==> src/rtl/core/skit_pkg.sv <==
// ----------------------------------------------------------------------------
// skit_pkg: shared types and constants of the sorted key index table
// Capacity, key width, item types and controller/datapath signal groups.
// ----------------------------------------------------------------------------
package skit_pkg;

   localparam int CAPACITY = 256;
   localparam int KEY_BITS = 64;
   localparam int KEY_IN_W = 64;
   localparam int IDX_W    = $clog2(CAPACITY);
   localparam int CNT_W    = $clog2(CAPACITY + 1);
   localparam int POS_W    = CNT_W;
   localparam int ENTRY_W  = IDX_W;

   localparam logic CMD_LOOKUP = 1'b0;
   localparam logic CMD_INSERT = 1'b1;

   typedef struct packed {
      logic                command;
      logic [KEY_IN_W-1:0] key;
   } req_type;

   typedef struct packed {
      logic               found;
      logic [POS_W-1:0]   sorted_position;
      logic [ENTRY_W-1:0] entry_number;
      logic               table_full;
   } rsp_type;

   typedef struct packed {
      logic load;
      logic rd_mid;
      logic rd_lo;
      logic rd_key;
      logic step;
      logic respond;
      logic insert;
      logic shift_rd;
      logic shift_wr;
      logic place;
   } ctl_type;

   typedef struct packed {
      logic searching;
      logic hit;
      logic is_insert;
      logic full;
      logic shift_more;
   } sts_type;

endpackage

==> src/rtl/core/skit_ctrl.sv <==
// ----------------------------------------------------------------------------
// skit_ctrl: sequencing of search, decision and order-list shift
// Drives the datapath through one item: binary search, final check and, for a new key, insert.
// ----------------------------------------------------------------------------
module skit_ctrl (
   input  logic              clock,
   input  logic              reset,
   input  logic              start,
   output logic              busy,
   input  skit_pkg::sts_type sts,
   output skit_pkg::ctl_type ctl
);

   localparam logic [2:0] S_IDLE   = 3'd0;
   localparam logic [2:0] S_SEARCH = 3'd1;
   localparam logic [2:0] S_RD     = 3'd2;
   localparam logic [2:0] S_CMP    = 3'd3;
   localparam logic [2:0] S_FRD    = 3'd4;
   localparam logic [2:0] S_DECIDE = 3'd5;
   localparam logic [2:0] S_SHIFT  = 3'd6;
   localparam logic [2:0] S_SHWR   = 3'd7;

   logic [2:0] state_ff;
   logic [2:0] state_in;

   assign busy = (state_ff != S_IDLE);

   always_comb begin
      state_in = state_ff;
      ctl      = '0;
      case (state_ff)
         S_IDLE: begin
            if (start) begin
               ctl.load = 1'b1;
               state_in = S_SEARCH;
            end
         end
         S_SEARCH: begin
            if (sts.searching) begin
               ctl.rd_mid = 1'b1;
               state_in   = S_RD;
            end else begin
               ctl.rd_lo = 1'b1;
               state_in  = S_FRD;
            end
         end
         S_RD: begin
            ctl.rd_key = 1'b1;
            state_in   = S_CMP;
         end
         S_CMP: begin
            ctl.step = 1'b1;
            state_in = S_SEARCH;
         end
         S_FRD: begin
            ctl.rd_key = 1'b1;
            state_in   = S_DECIDE;
         end
         S_DECIDE: begin
            ctl.respond = 1'b1;
            if (!sts.hit && sts.is_insert && !sts.full) begin
               ctl.insert = 1'b1;
               state_in   = S_SHIFT;
            end else begin
               state_in = S_IDLE;
            end
         end
         S_SHIFT: begin
            if (sts.shift_more) begin
               ctl.shift_rd = 1'b1;
               state_in     = S_SHWR;
            end else begin
               ctl.place = 1'b1;
               state_in  = S_IDLE;
            end
         end
         S_SHWR: begin
            ctl.shift_wr = 1'b1;
            state_in     = S_SHIFT;
         end
         default: begin
            state_in = S_IDLE;
         end
      endcase
   end

   always_ff @(posedge clock) begin
      if (reset) begin
         state_ff <= S_IDLE;
      end else begin
         state_ff <= state_in;
      end
   end

endmodule

==> config.mk <==
export PLATFORM = sky130hd
export DESIGN_NAME = skit_ctrl
export DESIGN_NICKNAME = d
export VERILOG_FILES = /design/src/rtl/core/skit_pkg.sv /design/src/rtl/core/skit_ctrl.sv
export SDC_FILE = /design/constraint.sdc
export NUM_CORES = 1
export LEC_CHECK = 0
export BUFFER_PORTS_ARGS = -buffer_cell sky130_fd_sc_hd__buf_4
export CAP_MARGIN = 25
export CORE_AREA = 2 2 39 41
export DETAILED_ROUTE_END_ITERATION = 6
export DIE_AREA = 0 0 41 43
export SETUP_SLACK_MARGIN = 0.3
export SLEW_MARGIN = 20
export SYNTH_ARGS = -nofsm -noshare
export SYNTH_HDL_FRONTEND = slang
export SYNTH_SLANG_ARGS = --single-unit
==> constraint.sdc <==
create_clock -name clock -period 1.33 [get_ports clock]
set_input_delay 0.399 -clock clock [delete_from_list [all_inputs] [get_ports clock]]
set_output_delay 0.399 -clock clock [all_outputs]
set_load 0.01 [all_outputs]
==> results by group <==
Status
  – Status: finished, violations left
  – Failing checks: negative setup slack

Finish
  – Synth-to-Final Area Change: 108%
  – Number of fillers in the final layout: 136
  – Biggest register: state_ff
  – Largest registers: state_ff: 3 flops
  – Net count, final: 81
  – Antenna cells: 0
  – Final Cell Area: 694 um^2
  – Share of layout cells above drive strength 1: 0.792
  – Area of the multi-input gates: 308 um^2
  – Register Area: 66.3 um^2
  – Largest register FFs: 3

Synth
  – Adder-cell share of the synthesized area: 0
  – #FFs+latches synth: 3
  – Post-synthesis mux area share: 0
  – Synth async-reset ratio: 0
  – Top post-synthesis cells by count: a21oi_1, dfxtp_1, nand2_1, nor2_1, nor3b_1
  – Synth cell types: 27
  – Syn Area/Cell: 8.15 um^2
  – Ys Warns: 0
  – Post-synth top flop: dfxtp_1
  – Synthesized cell area: 334 um^2
  – Post-synth EDFFs: 0
  – Post-Synth XOR/XNOR Area: 0
  – Syn Inst Count: 41
  – Largest family of logic cells by synthesized area: simple AND/OR/NAND/NOR gates
  – Post-synthesis simple-gate area fraction: 0.472
  – Complex-gate fraction of the synthesized area: 0.221
  – Synth Net Count: 49
  – Synth area leader: dfxtp_1
  – Register area share after synthesis: 0.180
  – Top cell type's share of synthesized area: 0.180
  – Synth area leaders: dfxtp_1, buf_6, nor3b_1, a21oi_1, a2111oi_2

Timing
  – Worst rel slew slack: 0.837
  – Final Skew: 0.425 ps
  – Final hold viol count: 0
  – RSZ-0062 raised after global routing: true
  – Max-slew violation count: 0
  – F_max: 0.650 GHz
  – Worst slew pin tran: 243 ps
  – Setup slack after layout: -208 ps
  – Final min period: 1540 ps
  – Period utilisation layout: 1.16
  – Setup TNS Final: -1630 ps
  – Final setup viols: 11

Global route
  – First-pass GRT wire length: 1320 um
  – M3 GR Usage: 0.0314
  – Grt met1 use: 0.135
  – Total GRT Usage: 0.106
  – Vias in the first global route: 333
  – GR Overflow Total: 0
  – Largest net degree at the start of global routing: 10
  – Met2 Use GR: 0.163
  – Initial antenna violation count: 0
  – Most used routing layer in global routing: met2

Power and ir drop
  – VDD IR-drop max: 238 uV
  – P per Cell Area: 502 nW/um^2
  – Leak pwr: 0.318 nW

Critical path
  – FF-to-FF End: state_ff[1]$_SDFFE_PP0P_
  – Setup crit start kind: register
  – Worst-case reg-to-reg path depth: 5
  – Worst EP required: 930 ps
  – Worst EP arrival: 1140 ps
  – Worst Path Max Fanout: 5
  – Setup slack, reg-to-reg: 170 ps
  – Setup crit end kind: output port
  – Reg-to-reg startpoint: state_ff[1]$_SDFFE_PP0P_
  – Crit Path Category: reg2out

Die
  – I/O pins: 19
  – Die Area: 1760 um^2
  – Die Span Y: 43 um
  – Initial Util: 0.241
  – Core box area: 1380 um^2
  – Std cell rows: 14
  – Die W: 41 um

Placed design
  – Post-detail-place hpwl: 622 um
  – I/O Buffers: 18
  – Cell Area, Placed: 581 um^2
  – Gp weighted congestion: 0.785

Job
  – Max-cap violations: 0

Min path
  – Min-Delay Endpoint: state_ff[0]$_SDFFE_PP0P_
  – Worst hold start: reset
  – Worst hold path class: in2reg
  – Worst hold stages: 2

Detailed routing
  – Routed len/inst: 8.91 um
  – Initial drt markers: 3
  – WL final: 784 um
  – Post-DRT Antenna Nets: 0
  – Via-per-instance ratio: 4.49
  – # DRC: 0
  – Pre-Repair DR Iteration Count: 4
  – Vias: 395

Clocking
  – Clk root buf: clkbuf_4
  – H-tree depth: 1
  – Number of buffers created by CTS: 3
  – CTS Sinks: 3
  – Clk Latency, worst-skew pair: 220 ps
  – Clk slew on worst S/H paths: 30 ps
  – CTS Buffer Depth: 2
  – CTS tree: built
==> placed cells by master, fill, tap and decap left out, types with 3 or more instances in the layout <==
master    instances
buf_4            22
and3_4            3
nand2_1           3
clkbuf_4          3
buf_6             9
==> what timing repair did <==
action,in CTS,in global routing
endpoints found under the setup margin,14,14
buffers inserted,3,0
hold endpoints to repair,0,0
cloned,0,0
pin swaps,3,3
hold buffers,0,0
gates resized for setup,9,8
==> routing by layer <==
metal	up-vias	share of wire
met5	-	0
met4	0	0
met3	0	0.065
met2	12	0.55
met1	179	0.39
li1	204	-
==> worst max-delay path: stages (launching register included) <==
cell     delay [ps]
dfxtp_2         340
and2b_2         250
and3b_2         200
buf_6           120
==> how the worst max path moves through the flow <==
stage                              from      to  slack [ps]  cells after the start
2_1_floorplan  state_ff[1]$_SDFFE_PP0P_  ctl[9]         -20                      3
3_3_place_gp                     sts[3]  ctl[3]         -70                      4
3_5_place_dp                     sts[3]  ctl[3]         -70                      4
4_1_cts        state_ff[1]$_SDFFE_PP0P_  ctl[8]        -220                      3
5_1_grt        state_ff[1]$_SDFFE_PP0P_  ctl[9]        -260                      3
6_report       state_ff[1]$_SDFFE_PP0P_  ctl[8]        -210                      3
==> stage by stage <==
step / util / worst slack (ps) / hold WS (ps) / total power [mW] / cells
after floorplan: - / -19.2 / 468 / 0.145 / 41
after global placement: 0.420 / -73.4 / 575 / 0.191 / 81
after detailed placement: 0.420 / -74.4 / 574 / 0.192 / 81
after CTS: 0.479 / -220 / 344 / 0.353 / 88
after global routing: 0.502 / -256 / 342 / 0.377 / 88
final: 0.502 / -208 / 347 / 0.349 / 88
==> power by group <==
| part | total [mW] | switching [mW] | internal [mW] |
|---|---|---|---|
| Clock | 0.149 | 0.0369 | 0.112 |
| Combinational | 0.103 | 0.0403 | 0.0630 |
| Sequential | 0.0966 | 0.00378 | 0.0928 |
| Total | 0.349 | 0.0810 | 0.268 |
==> logic make-up (layout without fill, tap and decap cells) <==
family,Yosys count,after routing
buf+inv,6,37
simple gates,23,23
compound gates,9,9
flops,3,3
==> area by class of cell <==
cell class,count,share of cell area
Inverter,2,0.0108
Timing Repair Buffer,31,0.384
Clock buffer,4,0.0378
Sequential cell,3,0.0955
Tap cell,16,0.0288
Multi-Input combinational cell,32,0.443
No activity file was read; power rests on OpenSTA's default activity.
